## config.mk

```make
export PLATFORM = sky130hd
export DESIGN_NAME = packed_pixel_run_length_encoder
export DESIGN_NICKNAME = d
export VERILOG_FILES = /design/src/sv/pprle_pkg.sv /design/src/sv/pprle_map.sv /design/src/sv/packed_pixel_run_length_encoder.sv
export SDC_FILE = /design/constraint.sdc
export NUM_CORES = 2
export LEC_CHECK = 0
export BUFFER_PORTS_ARGS = -buffer_cell sky130_fd_sc_hd__buf_2
export CAP_MARGIN = 20
export CELL_PAD_IN_SITES_DETAIL_PLACEMENT = 0
export CELL_PAD_IN_SITES_GLOBAL_PLACEMENT = 1
export CORE_MARGIN = 2
export CORE_UTILIZATION = 40
export DETAILED_ROUTE_END_ITERATION = 6
export PLACE_DENSITY = 0.62
export SLEW_MARGIN = 10
export SYNTH_ARGS = -nofsm -noshare
export SYNTH_HDL_FRONTEND = slang
export SYNTH_HIERARCHICAL = 1
export SYNTH_SLANG_ARGS = --single-unit
```

## constraint.sdc

```tcl
create_clock -name aclk -period 6.9 [get_ports aclk]
set_clock_uncertainty 0.2 [all_clocks]
set_input_delay 1.035 -clock aclk [delete_from_list [all_inputs] [get_ports aclk]]
set_output_delay 1.035 -clock aclk [all_outputs]
set_load 0.01 [all_outputs]
```

## src/sv/pprle_pkg.sv

```systemverilog
// shared types and constants for the packed pixel run-length encoder
// no dependencies
package pprle_pkg;

    localparam int MAP_ENTRIES = 256;
    localparam int WORD_BITS   = 32;
    localparam int MAP_AW      = (MAP_ENTRIES > 1) ? $clog2(MAP_ENTRIES) : 1;
    localparam int PIX_CNT_W   = $clog2(WORD_BITS + 1);

    localparam logic [2:0] REG_PIXEL_DEPTH  = 3'd0;
    localparam logic [2:0] REG_NATIVE_DEPTH = 3'd1;
    localparam logic [2:0] REG_PACK_RUNS    = 3'd2;
    localparam logic [2:0] REG_COLOR_COUNT  = 3'd3;
    localparam logic [2:0] REG_COLOR_BYTES  = 3'd4;
    localparam logic [2:0] REG_BYTE_BUDGET  = 3'd5;

    localparam logic [7:0]  PACKED_FLAG = 8'h80;
    localparam logic [16:0] BYTES_MAX   = 17'h1FFFF;

    // one finished run on its way to the map lookup
    typedef struct packed {
        logic [7:0]  color;
        logic [15:0] len;
        logic        last;
    } run_req_t;

endpackage

```

## src/sv/pprle_map.sv

```systemverilog
// color map memory: one write port, one registered read port
// depends on pprle_pkg
module pprle_map
    import pprle_pkg::*;
(
    input  logic              aclk,
    input  logic              wr_en,
    input  logic [MAP_AW-1:0] wr_addr,
    input  logic [6:0]        wr_data,
    input  logic              rd_en,
    input  logic [MAP_AW-1:0] rd_addr,
    output logic [6:0]        rd_data
);
    logic [6:0] mem [MAP_ENTRIES];

    always_ff @(posedge aclk) begin
        if (wr_en) begin
            mem[wr_addr] <= wr_data;
        end
        if (rd_en) begin
            rd_data <= mem[rd_addr];
        end
    end
endmodule

```

## src/sv/packed_pixel_run_length_encoder.sv

```systemverilog
// top level of the packed pixel run-length encoder
// depends on pprle_pkg and pprle_map
// A pixel word is accepted only while idle; the scanner then takes one pixel
// per cycle (32, 16, 8 or 4 at 1, 2, 4 or 8 bits per pixel, half that for a
// half-valid word), pausing for each emitted run to pass the color map's
// registered read (lookup, then account). The word is then closed and checked
// for the end of the tile. A word of an aborted tile is not scanned. Map writes
// are taken while idle. Runs leave through a one-entry output register; a run
// waits in accounting while a full output register is not drained.
module packed_pixel_run_length_encoder
    import pprle_pkg::*;
(
    input  logic        aclk,
    input  logic        aresetn,
    input  logic        s_tvalid,
    output logic        s_tready,
    // tdata: pixel_word[31:0], half_valid[32], map_index[40:33], map_value[47:41]
    input  logic [47:0] s_tdata,
    // tuser: mode
    input  logic        s_tuser,
    // tlast: last_word
    input  logic        s_tlast,
    input  logic        cfg_valid,
    output logic        cfg_ready,
    input  logic [2:0]  cfg_index,
    input  logic [15:0] cfg_data,
    output logic        m_tvalid,
    input  logic        m_tready,
    // tdata: color_code[7:0], run_minus_one[23:8], single_byte[24],
    //        runs_of_one[40:25], overflow[41], zero pad [47:42]
    output logic [47:0] m_tdata,
    // tlast: last_run
    output logic        m_tlast
);
    typedef enum logic [2:0] {S_IDLE, S_SCAN, S_LOOK, S_ACCT, S_END} state_t;

    logic [1:0]  pix_depth_reg, nat_depth_reg;
    logic        pack_reg;
    logic [8:0]  ccount_reg;
    logic [2:0]  cbytes_reg;
    logic [15:0] budget_reg;

    state_t      state_reg;
    logic [31:0] word_reg;
    logic [PIX_CNT_W-1:0] left_reg;
    logic        lastw_reg, first_reg, started_reg, aborted_reg;
    logic [7:0]  run_color_reg;
    logic [15:0] run_len_reg, singles_reg;
    logic [16:0] bytes_reg;
    run_req_t    pend_reg;
    logic        out_v_reg;
    logic [47:0] out_d_reg;
    logic        out_l_reg;

    assign cfg_ready = 1'b1;
    assign s_tready  = (state_reg == S_IDLE);
    assign m_tvalid  = out_v_reg;
    assign m_tdata   = out_d_reg;
    assign m_tlast   = out_l_reg;

    wire s_fire = s_tvalid && s_tready;

    always_ff @(posedge aclk) begin
        if (!aresetn) begin
            pix_depth_reg <= 2'd0;
            nat_depth_reg <= 2'd3;
            pack_reg      <= 1'b0;
            ccount_reg    <= 9'd256;
            cbytes_reg    <= 3'd1;
            budget_reg    <= 16'hFFFF;
        end else if (cfg_valid) begin
            unique case (cfg_index)
                REG_PIXEL_DEPTH:  pix_depth_reg <= cfg_data[1:0];
                REG_NATIVE_DEPTH: nat_depth_reg <= cfg_data[1:0];
                REG_PACK_RUNS:    pack_reg      <= cfg_data[0];
                REG_COLOR_COUNT:  ccount_reg    <= cfg_data[8:0];
                REG_COLOR_BYTES:  cbytes_reg    <= cfg_data[2:0];
                REG_BYTE_BUDGET:  budget_reg    <= cfg_data;
                default: ;
            endcase
        end
    end

    // current pixel from the top of the shifted word
    logic [7:0] pix;
    always_comb begin
        case (pix_depth_reg)
            2'd0:    pix = {7'd0, word_reg[31]};
            2'd1:    pix = {6'd0, word_reg[31:30]};
            2'd2:    pix = {4'd0, word_reg[31:28]};
            default: pix = word_reg[31:24];
        endcase
    end
    logic [31:0] word_shift;
    always_comb begin
        case (pix_depth_reg)
            2'd0:    word_shift = {word_reg[30:0], 1'b0};
            2'd1:    word_shift = {word_reg[29:0], 2'b0};
            2'd2:    word_shift = {word_reg[27:0], 4'b0};
            default: word_shift = {word_reg[23:0], 8'b0};
        endcase
    end

    logic [PIX_CNT_W-1:0] npix;
    always_comb begin
        npix = PIX_CNT_W'(WORD_BITS >> pix_depth_reg);
        if (s_tdata[32]) npix = npix >> 1;
    end

    // map lookup
    logic [6:0] map_rd;
    wire map_wr = s_fire && s_tuser && (32'(s_tdata[40:33]) < MAP_ENTRIES);
    wire map_rd_en = (state_reg == S_LOOK);
    pprle_map u_map (
        .aclk   (aclk),
        .wr_en  (map_wr),
        .wr_addr(s_tdata[33 +: MAP_AW]),
        .wr_data(s_tdata[47:41]),
        .rd_en  (map_rd_en),
        .rd_addr(pend_reg.color[MAP_AW-1:0]),
        .rd_data(map_rd)
    );

    // run_minus_one / 255 as ((x + 1) + ((x + 1) >> 8)) >> 8, exact over 16 bits
    logic [16:0] len_p1, len_div_sum;
    assign len_p1      = {1'b0, pend_reg.len} + 17'd1;
    assign len_div_sum = len_p1 + {8'd0, len_p1[16:8]};

    logic       oob_reg;
    logic [8:0] len_div_reg;
    always_ff @(posedge aclk) begin
        if (map_rd_en) begin
            oob_reg     <= 32'(pend_reg.color) >= MAP_ENTRIES;
            len_div_reg <= len_div_sum[16:8];
        end
    end

    // accounting for the run in S_ACCT
    logic [9:0]  nat_colors;
    logic        use_map, single;
    logic [7:0]  color, code;
    logic [16:0] nbytes;
    logic [17:0] bsum;
    logic [16:0] bytes_new;
    logic [15:0] singles_new;
    logic        ovf;
    always_comb begin
        nat_colors  = 10'd1 << (5'd1 << nat_depth_reg);
        use_map     = {1'b0, ccount_reg} < nat_colors;
        color       = use_map ? (oob_reg ? 8'd0 : {1'b0, map_rd}) : pend_reg.color;
        single      = pack_reg && (pend_reg.len == 16'd0);
        code        = single ? color : ((pack_reg ? PACKED_FLAG : 8'd0) | color);
        nbytes      = single ? 17'd1
                             : 17'(cbytes_reg) + 17'(len_div_reg) + 17'd1;
        bsum        = {1'b0, bytes_reg} + {1'b0, nbytes};
        bytes_new   = bsum[17] ? BYTES_MAX : bsum[16:0];
        singles_new = (single && singles_reg != 16'hFFFF) ? singles_reg + 16'd1
                                                          : singles_reg;
        ovf         = bytes_new > {1'b0, budget_reg};
    end

    always_ff @(posedge aclk) begin
        if (!aresetn) begin
            state_reg     <= S_IDLE;
            started_reg   <= 1'b0;
            aborted_reg   <= 1'b0;
            out_v_reg     <= 1'b0;
            first_reg     <= 1'b0;
            singles_reg   <= 16'd0;
            bytes_reg     <= 17'd0;
            run_color_reg <= 8'd0;
            run_len_reg   <= 16'd0;
        end else begin
            if (out_v_reg && m_tready && state_reg != S_ACCT) out_v_reg <= 1'b0;
            unique case (state_reg)
                S_IDLE: begin
                    if (s_fire && !s_tuser) begin
                        word_reg  <= s_tdata[31:0];
                        left_reg  <= npix;
                        lastw_reg <= s_tlast;
                        first_reg <= !started_reg;
                        if (!started_reg) begin
                            started_reg <= 1'b1;
                            singles_reg <= 16'd0;
                            bytes_reg   <= 17'd0;
                            aborted_reg <= 1'b0;
                        end
                        state_reg <= (!started_reg || !aborted_reg) ? S_SCAN : S_END;
                    end
                end
                S_SCAN: begin
                    if (left_reg == '0) begin
                        state_reg <= S_END;
                    end else if (first_reg) begin
                        run_color_reg <= pix;
                        run_len_reg   <= 16'd0;
                        first_reg     <= 1'b0;
                        word_reg      <= word_shift;
                        left_reg      <= left_reg - 1'b1;
                    end else if (pix == run_color_reg) begin
                        if (run_len_reg != 16'hFFFF) run_len_reg <= run_len_reg + 16'd1;
                        word_reg <= word_shift;
                        left_reg <= left_reg - 1'b1;
                    end else begin
                        pend_reg      <= '{color: run_color_reg, len: run_len_reg, last: 1'b0};
                        run_color_reg <= pix;
                        run_len_reg   <= 16'd0;
                        word_reg      <= word_shift;
                        left_reg      <= left_reg - 1'b1;
                        state_reg     <= S_LOOK;
                    end
                end
                S_LOOK: state_reg <= S_ACCT;
                S_ACCT: begin
                    // wait for the output register to drain
                    if (!out_v_reg || m_tready) begin
                        out_v_reg   <= 1'b1;
                        out_d_reg   <= {6'd0, ovf, singles_new, single, pend_reg.len, code};
                        out_l_reg   <= pend_reg.last;
                        singles_reg <= singles_new;
                        bytes_reg   <= bytes_new;
                        if (pend_reg.last) begin
                            started_reg <= 1'b0;
                            state_reg   <= S_IDLE;
                        end else if (ovf) begin
                            aborted_reg <= 1'b1;
                            state_reg   <= S_END;
                        end else begin
                            state_reg <= S_SCAN;
                        end
                    end
                end
                S_END: begin
                    if (lastw_reg && !aborted_reg) begin
                        pend_reg  <= '{color: run_color_reg, len: run_len_reg, last: 1'b1};
                        state_reg <= S_LOOK;
                    end else begin
                        if (lastw_reg) started_reg <= 1'b0;
                        state_reg <= S_IDLE;
                    end
                end
                default: state_reg <= S_IDLE;
            endcase
        end
    end

`ifndef SYNTH
    a_out_hold: assert property (@(posedge aclk) disable iff (!aresetn)
        m_tvalid && !m_tready |=> m_tvalid && $stable(m_tdata))
        else $error("output request dropped or changed while stalled");
    a_no_accept_busy: assert property (@(posedge aclk) disable iff (!aresetn)
        state_reg != S_IDLE |-> !s_tready)
        else $error("input accepted while busy");
    a_aborted_no_emit: assert property (@(posedge aclk) disable iff (!aresetn)
        aborted_reg && state_reg == S_END |=> state_reg == S_IDLE)
        else $error("aborted tile kept scanning");
    a_look_then_acct: assert property (@(posedge aclk) disable iff (!aresetn)
        state_reg == S_LOOK |=> state_reg == S_ACCT)
        else $error("map read not followed by accounting");
`endif
endmodule
```

# ---- Word level (Yosys, flattened, before mapping)
# Memories as Yosys holds them, arrays and structs flattened. A register that Yosys moved wholly into a read port is not among the register bits.
# Index checks and enable logic that the tools add are counted.
dict set report word_totals {
  ff_bits 213
  mem_bits_rw 1792
  input_bits 74
  out_inout_bits 52
  wordCells 174
  memories 1
}
dict set report op_classes {
  add_sub_neg 8
  n_lt_le_gt_ge 2
  n_eq_ne 31
  shift 3
  muxes 63
  bitwise 2
  reduce_logical 40
}
# memory depth word_bits read_ports rd_ports_with_merged_regs write_ports line_no
set mem_list {}
lappend mem_list {u_map.mem 256 7 1 1 1 pprle_map.sv:14} ;# logic [6:0] mem [MAP_ENTRIES];
# cell count
set op_table {}
lappend op_table {{16-bit two-way mux} 7}
lappend op_table {{25-bit two-way mux} 4}
lappend op_table {{32-bit case mux with 3 select lines} 1}
lappend op_table {{17-bit two-way mux} 4}
lappend op_table {{32-bit two-way mux} 2}
lappend op_table {{32-bit case mux with 2 select lines} 1}
lappend op_table {{25-bit case mux with 2 select lines} 1}
lappend op_table {{8-bit two-way mux} 5}
lappend op_table {{17-bit case mux with 2 select lines} 1}
lappend op_table {{16-bit by 1-bit adder with 16-bit output (second input constant)} 2}
lappend op_table {{16-bit != test (second input constant)} 2}
lappend op_table {{16-bit case mux with 2 select lines} 1}
lappend op_table {{3-bit two-way mux} 8}
lappend op_table {{2-bit != test (second input constant)} 12}
lappend op_table {{8-bit case mux with 3 select lines} 1}
lappend op_table {{17-bit by 11-bit adder with 18-bit output} 1}
lappend op_table {{6-bit two-way mux} 3}
lappend op_table {{6-bit AND reduction} 3}
lappend op_table {{16-bit by 1-bit adder with 17-bit output (second input constant)} 1}
lappend op_table {{17-bit by 9-bit adder with 17-bit output} 1}
lappend op_table {{17-bit by 16-bit > comparator with 1-bit output} 1}
lappend op_table {{1-bit two-way mux} 17}
lappend op_table {{16-bit zero test} 1}
lappend op_table {{3-bit case mux with 5 select lines} 1}
lappend op_table {{34 further kinds} 68}

# ---- Logic depth before layout (Yosys ltp)
dict set report logic_depth {
  word_depth 10
  ltp_mapped 25
  depth_no_buf 24
}

# ---- Modules after synthesis
# The synthesis kept the hierarchy.
# module instances cells_per_inst area_per_inst_um2
set by_module_without_submodules {}
lappend by_module_without_submodules {pprle_map 1 3381 70267.4}
lappend by_module_without_submodules {packed_pixel_run_length_encoder 1 1183 11720.0}

# ---- Least setup slack after synthesis
# Ideal clock, no wire load.
dict set report synth_path {
  path_type {register to register}
  startpoint {register len_div_reg[0]}
  endpoint {register state_reg[0]}
  t_arrival_ps 4398
  required_time_ps 6561
  slack_ps 2163
  path_stages_with_launch 26
  n_path_buf 1
  period_less_slack_ps 4737
  cell_sequence {edfxtp_1 > inv_1 > ha_1 > inv_1 > fa_1 > a21o_1 > and3_1 > nand4_1 > xor2_1 > nor2_1 > ha_1 > nand2_1 > nand3_1 > a21oi_1 > a21oi_2 > nand2b_1 > clkbuf_1 > nand2_1 > ha_1 > nand4_1 > nor3_1 > nor2_1 > a21oi_1 > a211oi_1 > o31ai_1 > o311ai_1}
}
dict set report synth_between {
  elab_chain_len 10
}
# element line_no
set synth_lines {}
lappend synth_lines {{start, declared} packed_pixel_run_length_encoder.sv:130} ;# logic [8:0] len_div_reg;
lappend synth_lines {{start signal, assigned} packed_pixel_run_length_encoder.sv:134} ;# len_div_reg <= len_div_sum[16:8];
lappend synth_lines {{3-bit by 9-bit adder with 10-bit output} packed_pixel_run_length_encoder.sv:154} ;# : 17'(cbytes_reg) + 17'(len_div_reg) + 17'd1;
lappend synth_lines {{10-bit by 1-bit adder with 11-bit output} packed_pixel_run_length_encoder.sv:154}
lappend synth_lines {{11-bit two-way mux} packed_pixel_run_length_encoder.sv:153} ;# nbytes = single ? 17'd1
lappend synth_lines {{17-bit by 11-bit adder with 18-bit output} packed_pixel_run_length_encoder.sv:155} ;# bsum = {1'b0, bytes_reg} + {1'b0, nbytes};
lappend synth_lines {{17-bit two-way mux} packed_pixel_run_length_encoder.sv:156} ;# bytes_new = bsum[17] ? BYTES_MAX : bsum[16:0];
lappend synth_lines {{17-bit by 16-bit > comparator with 1-bit output} packed_pixel_run_length_encoder.sv:159} ;# ovf = bytes_new > {1'b0, budget_reg};
lappend synth_lines {{via ovf} packed_pixel_run_length_encoder.sv:146} ;# logic ovf;
lappend synth_lines {{3-bit two-way mux} packed_pixel_run_length_encoder.sv:225} ;# end else if (ovf) begin
lappend synth_lines {{3-bit two-way mux} packed_pixel_run_length_encoder.sv:222} ;# if (pend_reg.last) begin
lappend synth_lines {{3-bit two-way mux} packed_pixel_run_length_encoder.sv:216} ;# if (!out_v_reg || m_tready) begin
lappend synth_lines {{3-bit case mux with 5 select lines} packed_pixel_run_length_encoder.sv:175} ;# unique case (state_reg)
lappend synth_lines {{end signal, assigned} packed_pixel_run_length_encoder.sv:188} ;# state_reg <= (!started_reg || !aborted_reg) ? S_SCAN : S_END;
lappend synth_lines {{end, declared} packed_pixel_run_length_encoder.sv:43} ;# state_t state_reg;
# The timed path passes the listed nets, and every way through them passes these cells. The select of a mux whose other input is x is not followed.
# A chain may end at the register's enable or synchronous reset.

# ---- Worst setup path in the final report
dict set report layout_path {
  startpoint {register pend_reg[1] in the netlist's numbering}
  endpoint {register state_reg[0]}
}
dict set report layout_between {
  elab_chain_len 10
}
# element line_no
set layout_lines {}
lappend layout_lines {{start, declared} packed_pixel_run_length_encoder.sv:50} ;# run_req_t pend_reg;
lappend layout_lines {{start signal, assigned} packed_pixel_run_length_encoder.sv:205} ;# pend_reg <= '{color: run_color_reg, len: run_len_reg, last: 1'b0};
lappend layout_lines {{start signal, assigned} packed_pixel_run_length_encoder.sv:235} ;# pend_reg <= '{color: run_color_reg, len: run_len_reg, last: 1'b1};
lappend layout_lines {{16-bit zero test} packed_pixel_run_length_encoder.sv:151} ;# single = pack_reg && (pend_reg.len == 16'd0);
lappend layout_lines {{1-bit logical AND} packed_pixel_run_length_encoder.sv:151}
lappend layout_lines {{via single} packed_pixel_run_length_encoder.sv:140} ;# logic use_map, single;
lappend layout_lines {{11-bit two-way mux} packed_pixel_run_length_encoder.sv:153}
lappend layout_lines {{17-bit by 11-bit adder with 18-bit output} packed_pixel_run_length_encoder.sv:155}
lappend layout_lines {{17-bit two-way mux} packed_pixel_run_length_encoder.sv:156}
lappend layout_lines {{17-bit by 16-bit > comparator with 1-bit output} packed_pixel_run_length_encoder.sv:159}
lappend layout_lines {{via ovf} packed_pixel_run_length_encoder.sv:146}
lappend layout_lines {{3-bit two-way mux} packed_pixel_run_length_encoder.sv:225}
lappend layout_lines {{3-bit two-way mux} packed_pixel_run_length_encoder.sv:222}
lappend layout_lines {{3-bit two-way mux} packed_pixel_run_length_encoder.sv:216}
lappend layout_lines {{3-bit case mux with 5 select lines} packed_pixel_run_length_encoder.sv:175}
# The timed path passes the listed nets, and every way through them passes these cells. The select of a mux whose other input is x is not followed.

==> impl_metrics.ini <==
[final_layout]
multi_input_area_sq_um = 20800
postLayoutCellArea_sq_um = 92000
postLayoutCoreUtil_pct = 45.1
final_layout_size_suffix_gt1_share_pct = 19.9
fin_nets = 4839
register_area_sq_um = 59400
largest_reg_flops = 1792
area_delta_synth_final_pct = 12.2
nFillCells = 17600
finalNonFillerCells = 7587

[timing]
max_slew_margin_pct = 22.0
finalMaxSlewViolations = 0
whs_ns = 0.205
fin_crit_sh_pct = 88.9
fin_ws_ns = 0.768
fin_crit_ns = 6.13
final_hold_viol_count = 0
rsz0062_at_grt = false
tightest_slew_ns = 1.17
finalSetupViolations = 0
max_clock_freq_mhz = 163
finalSetupTns_ns = 0

[routing]
first_iter_violations = 4419
wl_per_cell_microns = 28.0
drc = 0
antenna_left = 0
first_pass_iters = 5
wl_mm = 212
vias = 43100
vias_per_cell = 5.68

[yosys]
yosys.cell_count.top_type = edfxtp_1
synth-main-ff-cell = edfxtp_1
synth_area_leaders = edfxtp_1, mux4_2, dfxtp_1
synthSimpleGateAreaFrac_pct = 5.68
synth.avg_cell_area_sq_um = 18.0
async_flop_share_pct = 0
synthXorXnorAreaFrac_pct = 0.725
synth.area.mux_share_pct = 13.7
synth.largest_area_cell = edfxtp_1
synthAdderAreaFrac_pct = 0.781
synth_compound_area_share_pct = 4.37
netlist-cell-type-count = 94
synth_top_family_by_area = multiplexers
netlist_instances = 4564
yosys_warnings = 6
ys_seq_elements = 2011
netlist_area_sq_um = 82000
synth_edf_count = 1915
synth_common_cells = edfxtp_1, mux4_2, nor2_1
ys_seq_area_share_pct = 72.5
synth_top_area_share_pct = 70.1

[clock_tree]
cts_setup_buffers = 0
cts_made_buffers = 210
clockBufferDepth = 3
insertion_delay_ns = 0.85
clk_pin_slew_worst_paths_ns = 0.06
cts_tree = done
cts_htree_levels = 4
root_buffer = clkbuf_16
numClockSinks = 2011
cts_resized = 0
ctsHoldBuffers = 0

[global_route]
gr-total-overflow = 0
grtUsageTotal_pct = 20.1
grt_max_degree = 173
grt_pass1_wl_mm = 307
grt_pass1_vias = 43100
antenna_found_initial = 17

[critical_path]
cp_max_fo = 10
worstSetupEndpoint = state_reg[0]$_SDFFE_PN0P_
required_ns = 7.40
cp.arrival_ns = 6.64
crit_path_end_kind = register
reg2reg_depth = 22
critPathKind = reg2reg
r2r-start = pend_reg[1]$_DFFE_PP_
rrSetupSlack_ns = 0.77
crit-reg2reg-capture = state_reg[0]$_SDFFE_PN0P_
start_kind = register
crit_start = pend_reg[1]$_DFFE_PP_

[floorplanning]
ios = 126
row_count = 166
die-area_sq_um = 209000
start_util_pct = 40.2
coreArea_sq_um = 204000
die_x_microns = 457
die-height_microns = 457

[placement]
dpl_cell_area_sq_um = 85200
place_congestion = 0.838
dp_hpwl_mm = 130
pre_cts_ws_ns = 0.847
io_buffers = 118
placed_cells = 7190

[pwr]
leakagePower_nw = 29.2
finalPower_mw = 26.9
vdd_ir_drop_max_mv = 0.274
p_per_area_nw_per_um2 = 293

[worst_hold_path]
hold_path_class = in2reg

[outcome]
outcome = complete, no violations

[flow_run]
cap_violations = 0
## layout make-up
| cell class | instances | share of cell area [%] |
|---|---|---|
| clock buffer | 265 | 6.11 |
| sequential | 2011 | 64.6 |
| inverter | 45 | 0.184 |
| tap | 2688 | 3.66 |
| clock inverter | 127 | 1.26 |
| timing repair buffer | 203 | 1.61 |
| antenna | 4 | 0.0109 |
| multi-input combinational | 2244 | 22.6 |
## kinds of logic after synthesis
| family | count (synthesis) |
|---|---|
| flip-flops | 2011 |
| buffers and inverters | 316 |
| AO/OA/AOI/OAI | 523 |
| adder cells (fa/ha/maj) | 50 |
| other | 2 |
| multiplexers | 596 |
| XOR/XNOR | 67 |
| AND/OR/NAND/NOR | 999 |
## power by group
group          internal [mW]  switching (mW)
Sequential              13.5           0.122
Combinational          0.770            1.39
Clock                   6.34            4.79
Total                   20.6            6.30
## worst max-delay path, stage by stage (launching register included)
cell and delay, ns:
edfxtp_1 0.53, inv_1 0.11, ha_1 0.16, nor4b_1 0.24, nand4_1 0.21, or2_1 0.46, inv_2 0.26, nor2_1 0.09
ha_1 0.35, nand2_1 0.12, o311ai_1 0.14, o21ai_0 0.57, a21oi_2 0.24, nand2b_1 0.37, nand2_1 0.15, ha_1 0.31
nand4_1 0.13, nor3_1 0.21, nor2_1 0.06, a21oi_1 0.15, a211oi_1 0.06, o31ai_1 0.67, o311ai_1 0.20
## layer usage
| metal | routed length, microns | share of wire [%] | track usage (%) | up-vias |
|---|---|---|---|---|
| met1 | 93400 | 44 | 28.9 | 22800 |
| li1 | - | - | - | 18700 |
| met4 | 5920 | 2.8 | 6.11 | 0 |
| met5 | 0 | 0 | 0 | - |
| met3 | 12900 | 6.1 | 3.29 | 310 |
| met2 | 100000 | 47 | 31.6 | 1304 |
## cell usage in the layout, fill, tap and decap left out, types with 11 or more instances in the layout
master / instances
clkinv_2: 46
dfxtp_1: 94
nor2b_1: 26
buf_12: 14
clkbuf_16: 216
and3_1: 22
xnor2_1: 33
nand3_1: 99
o22ai_1: 68
buf_4: 70
buf_2: 111
nor3_1: 55
clkbuf_1: 46
nand2_1: 251
o2111ai_1: 20
o31ai_1: 16
clkinv_1: 46
xor2_1: 33
nand4_1: 29
a221oi_1: 20
edfxtp_1: 1915
mux2_2: 13
nor2_1: 367
mux4_2: 405
a22o_1: 18
a22oi_1: 63
nand2b_1: 30
a31oi_1: 17
and2_1: 11
a21o_1: 18
o211ai_1: 19
o21ai_0: 68
mux2i_1: 168
a21oi_1: 109
bufinv_16: 15
inv_1: 41
ha_1: 48
nor4_1: 40
## how the worst min path moves through the flow
stage	end	cells past startpoint	from
final	lastw_reg$_DFFE_PP_	1	s_tlast
after detailed placement	ccount_reg[7]$_SDFFE_PN0P_	2	ccount_reg[7]$_SDFFE_PN0P_
after global placement	ccount_reg[7]$_SDFFE_PN0P_	2	ccount_reg[7]$_SDFFE_PN0P_
after floorplan	m_tdata[10]$_DFFE_PP_	0	pend_reg[3]$_DFFE_PP_
after CTS	lastw_reg$_DFFE_PP_	1	s_tlast
after global routing	lastw_reg$_DFFE_PP_	1	s_tlast
Power figures use the tool's default switching activity.
